**config.mk**
```make
export PLATFORM = sky130hd
export DESIGN_NAME = top_k_score_hold
export DESIGN_NICKNAME = d
export VERILOG_FILES = /design/src/rtl/tkh_pkg.sv /design/src/rtl/top_k_score_hold.sv /design/src/rtl/tkh_cell.sv
export SDC_FILE = /design/constraint.sdc
export NUM_CORES = 2
export LEC_CHECK = 0
export BUFFER_PORTS_ARGS = -buffer_cell sky130_fd_sc_hd__buf_2
export CAP_MARGIN = 0
export CORE_MARGIN = 3
export CORE_UTILIZATION = 38
export DETAILED_ROUTE_END_ITERATION = 10
export PLACE_DENSITY = 0.57
export SETUP_SLACK_MARGIN = 0.02
export SLEW_MARGIN = 20
export SYNTH_ARGS = -nofsm -noshare
export SYNTH_HDL_FRONTEND = slang
export SYNTH_SLANG_ARGS = --single-unit
```
**constraint.sdc**
```tcl
create_clock -name clk_i -period 8.79 [get_ports clk_i]
set_input_delay 1.3185 -clock clk_i [delete_from_list [all_inputs] [get_ports clk_i]]
set_output_delay 1.3185 -clock clk_i [all_outputs]
set_load 0.005 [all_outputs]
```
**src/rtl/tkh_pkg.sv**
```systemverilog
package tkh_pkg;

  localparam int SCORE_W   = 32;
  localparam int IN_PL_W   = 64;
  localparam int POS_W     = 5;
  localparam int HELD_W    = 5;

  localparam logic signed [SCORE_W-1:0] SCORE_MIN = {1'b1, {(SCORE_W-1){1'b0}}};

  typedef struct packed {
    logic signed [SCORE_W-1:0] score;
    logic        [IN_PL_W-1:0] payload;
  } tkh_in_t;

  typedef struct packed {
    logic                      accepted;
    logic        [POS_W-1:0]   position;
    logic        [HELD_W-1:0]  held_count;
    logic                      is_full;
    logic signed [SCORE_W-1:0] entry_boundary;
  } tkh_out_t;

  // Per-cell control: cmp_en latches the compare flags, wr_en applies the insertion.
  typedef struct packed {
    logic cmp_en;
    logic wr_en;
  } tkh_ctrl_t;

  typedef enum logic {
    PH_IDLE,
    PH_UPD
  } tkh_phase_e;

endpackage

```
**src/rtl/top_k_score_hold.sv**
```systemverilog
// Holds the best CAPACITY scored entries in descending score order.
// Input channel: present a candidate on in_i (score, payload) and raise
// start_i; the transfer happens at a rising edge where start_i is high and
// busy_o is low. busy_o stays high through the update phase that follows the transfer.
// Result channel: done_o is high for exactly one cycle, registered in done_q
// from the update phase, and result_o carries acceptance, position, held count,
// the full flag and the entry boundary in that cycle only. The receiver
// cannot hold results off, so it must take each one as it appears.
// No new candidate is taken until the last is through. At the transfer each
// cell latches the compare of its held entry with the candidate; in the
// update phase the insertion point and duplicate check are resolved; if
// accepted, each cell below that point takes its upper neighbour's entry at once.
// Reset clears the held count and the control state; the store contents are
// not cleared, since only entries below the held count are ever looked at.
module top_k_score_hold #(
  parameter int CAPACITY     = 16,
  parameter int PAYLOAD_BITS = 64
) (
  input  logic              clk_i,
  input  logic              rst_ni,
  input  logic              start_i,
  output logic              busy_o,
  input  tkh_pkg::tkh_in_t  in_i,
  output logic              done_o,
  output tkh_pkg::tkh_out_t result_o
);
  import tkh_pkg::*;

  localparam int CW = $clog2(CAPACITY + 1);

  tkh_phase_e phase_q, phase_d;
  logic [CW-1:0] count_q, count_d;

  logic signed [SCORE_W-1:0] cand_score_q;
  logic [PAYLOAD_BITS-1:0]   cand_payload_q;
  logic [PAYLOAD_BITS-1:0]   in_payload;

  logic                      in_xfer;
  tkh_ctrl_t                 ctrl;

  logic [CAPACITY-1:0]       above_w;
  logic [CAPACITY-1:0]       match_w;
  logic [CAPACITY-1:0]       prev_above;
  logic signed [SCORE_W-1:0] score_w      [CAPACITY];
  logic [PAYLOAD_BITS-1:0]   payload_w    [CAPACITY];
  logic signed [SCORE_W-1:0] prev_score   [CAPACITY];
  logic [PAYLOAD_BITS-1:0]   prev_payload [CAPACITY];

  logic [CAPACITY:0]         above_ext;
  logic                      dup;
  logic [CW-1:0]             place;
  logic                      acc;

  logic                      done_q;
  logic                      res_acc_q;
  logic [CW-1:0]             res_place_q;
  logic [CW-1:0]             res_cnt_q;
  logic                      res_full_q;

  assign in_payload = in_i.payload[PAYLOAD_BITS-1:0];
  assign busy_o     = (phase_q != PH_IDLE);
  assign in_xfer    = start_i && !busy_o;

  // The held entries with a score at least the candidate's form a prefix of
  // the chain, so the insertion point is the end of that prefix.
  always_comb begin
    above_ext = {1'b0, above_w};
    dup       = 1'b0;
    place     = '0;
    for (int i = 0; i < CAPACITY; i++) begin
      if (above_ext[i] && !above_ext[i+1]) begin
        dup   = dup | match_w[i];
        place = place | CW'(i + 1);
      end
    end
    acc = !above_w[CAPACITY-1] && !dup;
  end

  always_comb begin
    phase_d     = phase_q;
    count_d     = count_q;
    ctrl.cmp_en = 1'b0;
    ctrl.wr_en  = 1'b0;
    unique case (phase_q)
      PH_IDLE: begin
        if (in_xfer) begin
          ctrl.cmp_en = 1'b1;
          phase_d     = PH_UPD;
        end
      end
      PH_UPD: begin
        ctrl.wr_en = acc;
        if (acc && (count_q != CW'(CAPACITY))) begin
          count_d = count_q + CW'(1);
        end
        phase_d = PH_IDLE;
      end
      default: phase_d = PH_IDLE;
    endcase
  end

  always_ff @(posedge clk_i or negedge rst_ni) begin
    if (!rst_ni) begin
      phase_q <= PH_IDLE;
      count_q <= '0;
      done_q  <= 1'b0;
    end else begin
      phase_q <= phase_d;
      count_q <= count_d;
      done_q  <= (phase_q == PH_UPD);
    end
  end

  always_ff @(posedge clk_i) begin
    if (in_xfer) begin
      cand_score_q   <= in_i.score;
      cand_payload_q <= in_payload;
    end
    if (phase_q == PH_UPD) begin
      res_acc_q   <= acc;
      res_place_q <= acc ? place : CW'(CAPACITY);
      res_cnt_q   <= count_d;
      res_full_q  <= (count_d == CW'(CAPACITY));
    end
  end

  for (genvar g = 0; g < CAPACITY; g++) begin : g_cell
    if (g == 0) begin : g_head
      assign prev_above[g]   = 1'b1;
      assign prev_score[g]   = '0;
      assign prev_payload[g] = '0;
    end else begin : g_link
      assign prev_above[g]   = above_w[g-1];
      assign prev_score[g]   = score_w[g-1];
      assign prev_payload[g] = payload_w[g-1];
    end

    tkh_cell #(
      .PAYLOAD_BITS(PAYLOAD_BITS)
    ) u_cell (
      .clk_i         (clk_i),
      .rst_ni        (rst_ni),
      .ctrl_i        (ctrl),
      .occupied_i    (CW'(g) < count_q),
      .cmp_score_i   (in_i.score),
      .cmp_payload_i (in_payload),
      .new_score_i   (cand_score_q),
      .new_payload_i (cand_payload_q),
      .above_prev_i  (prev_above[g]),
      .prev_score_i  (prev_score[g]),
      .prev_payload_i(prev_payload[g]),
      .above_o       (above_w[g]),
      .match_o       (match_w[g]),
      .score_o       (score_w[g]),
      .payload_o     (payload_w[g])
    );
  end

  assign done_o                  = done_q;
  assign result_o.accepted       = res_acc_q;
  assign result_o.position       = POS_W'(res_place_q);
  assign result_o.held_count     = HELD_W'(res_cnt_q);
  assign result_o.is_full        = res_full_q;
  assign result_o.entry_boundary = res_full_q ? score_w[CAPACITY-1] : SCORE_MIN;

  a_done_follows_update: assert property (@(posedge clk_i) disable iff (!rst_ni)
    done_q |-> $past(phase_q == PH_UPD))
    else $error("result strobe without a preceding update cycle");

  a_count_in_range: assert property (@(posedge clk_i) disable iff (!rst_ni)
    count_q <= CW'(CAPACITY))
    else $error("held count beyond capacity");

  a_accept_in_store: assert property (@(posedge clk_i) disable iff (!rst_ni)
    (done_q && res_acc_q) |-> (res_place_q < CW'(CAPACITY)))
    else $error("accepted candidate placed outside the store");

  a_reject_keeps_count: assert property (@(posedge clk_i) disable iff (!rst_ni)
    (done_q && !res_acc_q) |-> (count_q == $past(count_q)))
    else $error("rejected candidate changed the held count");

endmodule

```
**src/rtl/tkh_cell.sv**
```systemverilog
module tkh_cell #(
  parameter int PAYLOAD_BITS = 64
) (
  input  logic                                clk_i,
  input  logic                                rst_ni,
  input  tkh_pkg::tkh_ctrl_t                  ctrl_i,
  input  logic                                occupied_i,
  input  logic signed [tkh_pkg::SCORE_W-1:0]  cmp_score_i,
  input  logic        [PAYLOAD_BITS-1:0]      cmp_payload_i,
  input  logic signed [tkh_pkg::SCORE_W-1:0]  new_score_i,
  input  logic        [PAYLOAD_BITS-1:0]      new_payload_i,
  input  logic                                above_prev_i,
  input  logic signed [tkh_pkg::SCORE_W-1:0]  prev_score_i,
  input  logic        [PAYLOAD_BITS-1:0]      prev_payload_i,
  output logic                                above_o,
  output logic                                match_o,
  output logic signed [tkh_pkg::SCORE_W-1:0]  score_o,
  output logic        [PAYLOAD_BITS-1:0]      payload_o
);
  import tkh_pkg::*;

  logic                      above_q, above_d;
  logic                      match_q, match_d;
  logic signed [SCORE_W-1:0] score_q, score_d;
  logic [PAYLOAD_BITS-1:0]   payload_q, payload_d;

  always_comb begin
    above_d   = above_q;
    match_d   = match_q;
    score_d   = score_q;
    payload_d = payload_q;
    if (ctrl_i.cmp_en) begin
      above_d = occupied_i && (score_q >= cmp_score_i);
      match_d = (score_q == cmp_score_i) && (payload_q == cmp_payload_i);
    end
    // An entry that stays above the candidate keeps its place; the first one
    // below takes the candidate, and every later one takes its upper neighbour.
    if (ctrl_i.wr_en && !above_q) begin
      if (above_prev_i) begin
        score_d   = new_score_i;
        payload_d = new_payload_i;
      end else begin
        score_d   = prev_score_i;
        payload_d = prev_payload_i;
      end
    end
  end

  always_ff @(posedge clk_i or negedge rst_ni) begin
    if (!rst_ni) begin
      above_q <= 1'b0;
      match_q <= 1'b0;
    end else begin
      above_q <= above_d;
      match_q <= match_d;
    end
  end

  always_ff @(posedge clk_i) begin
    score_q   <= score_d;
    payload_q <= payload_d;
  end

  assign above_o   = above_q;
  assign match_o   = match_q;
  assign score_o   = score_q;
  assign payload_o = payload_q;

endmodule

```
* Yosys cells after proc, flatten, opt, wreduce, memory -nomap -nowiden
Index checks and enable logic that the tools add are counted.
** Word-level totals
- Word-level logic and storage cells :: 311
- Flip-flop bits (word level) :: 1683
** Cells by class
- Eq/ne operators :: 34
- $add $sub $neg :: 1
- Bitwise gates (word level) :: 17
- Mux-type cells :: 68
- Reduce and logical (&&, ||, !) cells :: 85
- $lt $le $gt $ge :: 32
** Operators with widths (number)
- $eq 64x64->1 :: 16
- $mux 64 :: 15
- $eq 32x32->1 :: 16
- $ge 32x32->1 :: 16
- $mux 32 :: 16
- $logic_and 1x1->1 :: 66
- $lt 4x5->1 const A :: 8
- $mux 4 :: 8
- $lt 3x5->1 const A :: 4
- $mux 1 :: 20
- $logic_not 1->1 :: 18
- $or 1x1->1 :: 15
- $mux 3 :: 4
- $lt 1x5->1 const A :: 2
- $lt 2x5->1 const A :: 2
- $mux 5 :: 2
- $add 5x1->5 const B :: 1
- $eq 5x5->1 const B :: 1
- $ne 5x5->1 const B :: 1
- $mux 2 :: 2
- $not 1->1 :: 2
- $pmux 1 s2 :: 1
- $reduce_or 2->1 :: 1

* Depth between registers and ports, before layout
- Depth in word-level cells :: 39
- Mapped depth :: 9

* By module
From an unflattened synthesis, not the netlist that was laid out.
** Unflattened totals
- Cell total of the unflattened synthesis :: 7082
- Area total of the unflattened synthesis :: 94559.4 µm²
** Modules (own cells, without submodules)
- tkh_cell at g_cell[0].u_cell ... :: sequential area each 2932.8 µm², area each 5655.4 µm², instances 10, cells an instance 431
- tkh_cell at g_cell[4].u_cell ... :: sequential area each 2932.8 µm², area each 5627.9 µm², instances 6, cells an instance 421
- top_k_score_hold :: sequential area each 3418.3 µm², area each 4237.8 µm², instances 1, cells an instance 246

* Worst setup path after synthesis
OpenSTA, ideal clock, no wires.
- Path kind :: flip-flop to flip-flop
- Start point :: reg g_cell[10].u_cell.above_q
- End point :: reg g_cell[0].u_cell.payload_q[0] (enable)
- Arrival :: 5.876 ns
- Setup slack :: 2.362 ns
- Cell stages (with the launch flop) :: 9
- Path buffers :: 3
- Period minus slack after synthesis :: 6.428 ns
- Library setup time :: 0.552 ns
- Path through :: dfrtp_1 -> buf_6 -> nor2b_4 -> a221o_1 -> nor4_2 -> or3b_1 -> buf_2 -> buf_1 -> nor2_1
** Between the ends
- Word-level cells in the longest chain between the ends :: 19
** Ends and longest elaborated chain
- from (decl) :: line tkh_cell.sv:22 : logic above_q, above_d;
- from (signal assigned) :: line tkh_cell.sv:54 : above_q <= above_d;
- $logic_not 1->1 :: line top_k_score_hold.sv:71 : if (above_ext[i] && !above_ext[i+1]) begin
- $logic_and 1x1->1 :: line top_k_score_hold.sv:71
- $mux 1 :: line top_k_score_hold.sv:71
- $or 1x1->1 :: line top_k_score_hold.sv:72 : dup = dup | match_w[i];
- $mux 1 * :: line top_k_score_hold.sv:71
- $or 1x1->1 :: line top_k_score_hold.sv:72
- $mux 1 * :: line top_k_score_hold.sv:71
- $or 1x1->1 :: line top_k_score_hold.sv:72
- (+3 left out)
- $or 1x1->1 :: line top_k_score_hold.sv:72
- $mux 1 * :: line top_k_score_hold.sv:71
- $or 1x1->1 :: line top_k_score_hold.sv:72
- $mux 1 * :: line top_k_score_hold.sv:71
- $logic_not 1->1 * :: line top_k_score_hold.sv:76 : acc = !above_w[CAPACITY-1] && !dup;
- $logic_and 1x1->1 * :: line top_k_score_hold.sv:76
- $mux 1 * :: line top_k_score_hold.sv:84 : unique case (phase_q)
- $logic_and 1x1->1 * :: line tkh_cell.sv:38 : if (ctrl_i.wr_en && !above_q) begin
- to (signal assigned) :: line tkh_cell.sv:61 : payload_q <= payload_d;
- to (decl) :: line tkh_cell.sv:25 : logic [PAYLOAD_BITS-1:0] payload_q, payload_d;
Every way passes the cells marked *; elsewhere a longest branch is shown, timed or not.
A chain may end at the register's enable or synchronous reset.

* Worst setup path after layout
- Start point :: reg g_cell[7].u_cell.above_q
- End point :: reg g_cell[12].u_cell.payload_q[7] (enable)
** Between the ends
- Word-level cells in the longest chain between the ends :: 25
** Ends and longest elaborated chain (line)
- from (decl) :: tkh_cell.sv:22
- from (signal assigned) :: tkh_cell.sv:54
- $logic_not 1->1 :: top_k_score_hold.sv:71
- $logic_and 1x1->1 :: top_k_score_hold.sv:71
- $mux 1 :: top_k_score_hold.sv:71
- $or 1x1->1 :: top_k_score_hold.sv:72
- $mux 1 * :: top_k_score_hold.sv:71
- $or 1x1->1 :: top_k_score_hold.sv:72
- $mux 1 * :: top_k_score_hold.sv:71
- $or 1x1->1 :: top_k_score_hold.sv:72
- (+9 left out)
- $or 1x1->1 :: top_k_score_hold.sv:72
- $mux 1 * :: top_k_score_hold.sv:71
- $or 1x1->1 :: top_k_score_hold.sv:72
- $mux 1 * :: top_k_score_hold.sv:71
- $logic_not 1->1 * :: top_k_score_hold.sv:76
- $logic_and 1x1->1 * :: top_k_score_hold.sv:76
- $mux 1 * :: top_k_score_hold.sv:84
- $logic_and 1x1->1 * :: tkh_cell.sv:38
- to (signal assigned) :: tkh_cell.sv:61
- to (decl) :: tkh_cell.sv:25
Marked as above.

==> impl_summary.log <==
INFO  metric status = complete, no violations
INFO  metric timing.slew.headroom = 0.0539
INFO  metric ctsHtreeMaxLevel = 4
INFO  metric initial_antenna_violation_count = between 50 and 60
INFO  metric post_drt_via_cell_ratio = approximately 6.4
INFO  metric num_vias = 63192
INFO  metric cp.required = just over 9 ns
INFO  metric clkSinkCount = 1618
INFO  metric max_cap_viol_count = 0
INFO  metric routedWlPerCell = about 47 um
INFO  metric synth-edff-count = between 1500 and 2000
INFO  metric syn-instance-count = 6488
INFO  metric layout.cells.most_common = sky130_fd_sc_hd__edfxtp_1
INFO  metric layout_common_cells = 1580 x sky130_fd_sc_hd__edfxtp_1, 1282 x sky130_fd_sc_hd__mux2_2, 514 x sky130_fd_sc_hd__ha_1, 323 x sky130_fd_sc_hd__xor2_1, 307 x sky130_fd_sc_hd__xnor2_1
INFO  metric setup_repair_after_global_routing_missed_its_margin = false
INFO  metric worst_ir_drop_vdd = around 240 uV
INFO  metric die_area = approximately 240000 um2
INFO  metric drt-pass1-iter-count = 8
INFO  metric post_layout_net_count = ~7200
INFO  metric period_minus_slack = a little over 5 ns
INFO  metric timing.final.setup_violations = 0
INFO  metric finalSetupTns = 0 ns
INFO  metric clock_tree_from_tritoncts = built
INFO  metric setup.reg_to_reg.worst_slack = around 3.6 ns
INFO  metric slew_viol_final = 0
INFO  metric finished_cell_area = ~100000 um2
INFO  metric setup.worst_path.end_class = register
INFO  metric port_buffers = between 100 and 150
INFO  metric syn_to_final_growth = 12.9%
INFO  metric synth-seq-area-share = 0.549
INFO  metric root_buffer = sky130_fd_sc_hd__clkbuf_16
INFO  metric crit_type = register to register
INFO  metric min_period_over_period = 0.592
INFO  metric largest_net_degree_at_the_start_of_global_routing = just under 100
INFO  metric post_route_cells_drive_above_1_share = 0.290
INFO  metric worst-r2r-cell-count = 8
INFO  metric clkTransAtPathRegs = 0.06 ns
INFO  metric numCtsBuffers = 190
INFO  metric congestion_overflow_gr = 0
INFO  metric post-dp-hpwl = around 340000 um
INFO  metric worst_hold_path_type = register to register
INFO  metric cts-root-to-sink-buffers = 3
INFO  metric first_global_vias = approximately 60000
INFO  metric die_w = 487 um
INFO  metric timing_hold_violations_final = 0
INFO  metric cts_hold_repair.buffers = 0
INFO  metric dp.cells = between 9000 and 10000
INFO  metric crit_path_start = g_cell[7].u_cell.above_o
INFO  metric start_util = 0.382
INFO  metric power.leakage = 34.9 nW
INFO  metric synth-warning-count = 0
INFO  metric distinct_cells_synth = between 70 and 80
INFO  metric worst_setup_path_start_kind = register
INFO  metric global_route.usage.total = 0.384
INFO  metric finalWorstSetupSlack = approximately 3.6 ns
INFO  metric drtIter0Drc = around 8400
INFO  metric final_worst_hold_slack = slightly below 0.5 ns
INFO  metric slew_at_the_pin_with_the_worst_max_slew_slack = 1.41 ns
INFO  metric placement_rows = ~180
INFO  metric crit-reg2reg-launch = g_cell[7].u_cell.above_o
INFO  metric post-place-ws = between 3 and 4 ns
INFO  metric first_pass_grt_wire_length = ~600000 um
INFO  metric fin_total_pwr = approximately 31 mW
INFO  metric placedInstanceArea = between 90000 and 100000 um2
INFO  metric end_of_the_worst_register_to_register_path = g_cell[12].u_cell.payload_o[7]
INFO  metric critPathMaxFanout = 41
INFO  metric clk_latency = 0.91 ns
INFO  metric final_cell_count_no_fill = roughly 10000
INFO  metric dominantRegCellSynth = sky130_fd_sc_hd__edfxtp_1
INFO  metric final_core_util = 0.432
INFO  metric core_region_area = between 200000 and 250000 um2
INFO  metric die_y = about 490 um
INFO  metric wirelength = 465000 um
INFO  metric io_pins = between 100 and 150
INFO  metric post_cts_resize_count = 0
INFO  metric worst_ep_arrival_time = about 5.7 ns
INFO  metric crit_path_to = g_cell[12].u_cell.payload_o[7]
INFO  metric ys_seq_elements = roughly 1600
INFO  metric synth_area_per_cell = roughly 14 um2
INFO  metric synth_nets = between 7000 and 8000
INFO  metric max_clock_freq = just under 200 MHz
INFO  metric async_reset_ff_frac = 0.0235
INFO  metric drcViolationCount = 0
INFO  metric power-per-cell-area = ~310 nW/um2
INFO  metric post-cts-setup-buffers = 0
INFO  metric gpl.final_weighted_congestion = ~1.1
INFO  metric synth.cell_area = ~90000 um2
INFO  metric detail-route-antenna-nets = 0
INFO  metric fin_skew = just over 0.07 ns
-- report_power, final --
group	switching (mW)	total, mW	internal (mW)
clock	3.55	8.19	4.64
combinational	5.83	9.64	3.80
sequential	2.26	13.3	11.0
-- Yosys cell counts, drive strengths merged, types with 56 or more instances --
| library cell | n | area, um2 |
|---|---|---|
| edfxtp | 1580 | 47400 |
| mux2 | 1283 | 14500 |
| ha | 514 | 6430 |
| xor2 | 327 | 2860 |
| clkbuf | 321 | 1200 |
| xnor2 | 314 | 2750 |
| nand4 | 232 | 1450 |
| nand2 | 223 | 837 |
| a21oi | 222 | 1110 |
| inv | 207 | 777 |
| o21ai | 181 | 906 |
| nor4 | 150 | 945 |
| o22ai | 114 | 713 |
| nor2 | 98 | 368 |
| buf | 78 | 327 |
| a221oi | 64 | 561 |
| o2bb2ai | 56 | 490 |
-- flip-flops by register name, indices dropped and copies added (netlist names) --
| register | count |
|---|---|
| res_full_q | 1 |
| done_o | 1 |
| g_cell.u_cell.match_o | 15 |
| res_cnt_q | 5 |
| busy_o | 1 |
| count_q | 5 |
| cand_payload_q | 64 |
| res_acc_q | 1 |
| g_cell.u_cell.payload_o | 960 |
| g_cell.u_cell.above_o | 16 |
| g_cell.u_cell.score_o | 512 |
| cand_score_q | 32 |
| res_place_q | 5 |
-- layer usage --
metal  share of wire  routed length (um)  GRT usage  up-vias
li1                -                   -          -    25328
met2            0.45              207000      0.594     3808
met4            0.11               48900      0.328       30
met3           0.086               40000     0.0964     1206
met5         0.00040                 188          0        -
met1            0.36              169000      0.446    32820
-- worst min-delay path by stage --
| stage | end | startpoint | slack, ns | cells past startpoint |
|---|---|---|---|---|
| finish | g_cell[10].u_cell.match_o | g_cell[10].u_cell.match_o | 0.49 | 2 |
| global route | g_cell[2].u_cell.match_o | g_cell[2].u_cell.match_o | 0.51 | 1 |
| CTS | g_cell[10].u_cell.match_o | g_cell[10].u_cell.match_o | 0.50 | 2 |
| detailed placement | g_cell[2].u_cell.match_o | g_cell[2].u_cell.match_o | 0.48 | 1 |
| global placement | g_cell[2].u_cell.match_o | g_cell[2].u_cell.match_o | 0.47 | 1 |
| floorplan | g_cell[11].u_cell.match_o | g_cell[11].u_cell.match_o | 0.44 | 2 |
-- cell type report --
| type | instances | area [um2] |
|---|---|---|
| Clock buffer | 244 | 5030 |
| Tap cell | 3026 | 3790 |
| Timing Repair Buffer | 344 | 2390 |
| Antenna cell | 31 | 77.6 |
| Clock inverter | 108 | 1220 |
| Fill cell | 21043 | 131000 |
| Sequential cell | 1618 | 48500 |
| Multi-Input combinational cell | 4257 | 37700 |
| Inverter | 214 | 808 |
-- cell families after synthesis --
group	Yosys count	synth area share
DFF	1618	0.549
muxes	1291	0.165
buffers and inverters	613	0.0265
xor gates and xnor gates	641	0.0637
and+or+nand+nor	914	0.0551
adders and majority gates	514	0.0730
AOI/OAI and AO/OA	897	0.0673
-- critical path, stage by stage, from the launching register on --
cell and delay [ns]:
sky130_fd_sc_hd__dfrtp_4 0.77, sky130_fd_sc_hd__buf_4 0.65, sky130_fd_sc_hd__nor2b_1 0.17, sky130_fd_sc_hd__a22o_1 0.23
sky130_fd_sc_hd__nor4_2 0.30, sky130_fd_sc_hd__or3b_2 0.89, sky130_fd_sc_hd__nor2_4 0.21, sky130_fd_sc_hd__buf_4 0.55
sky130_fd_sc_hd__buf_4 0.82
(Power assumes the default switching activity.)
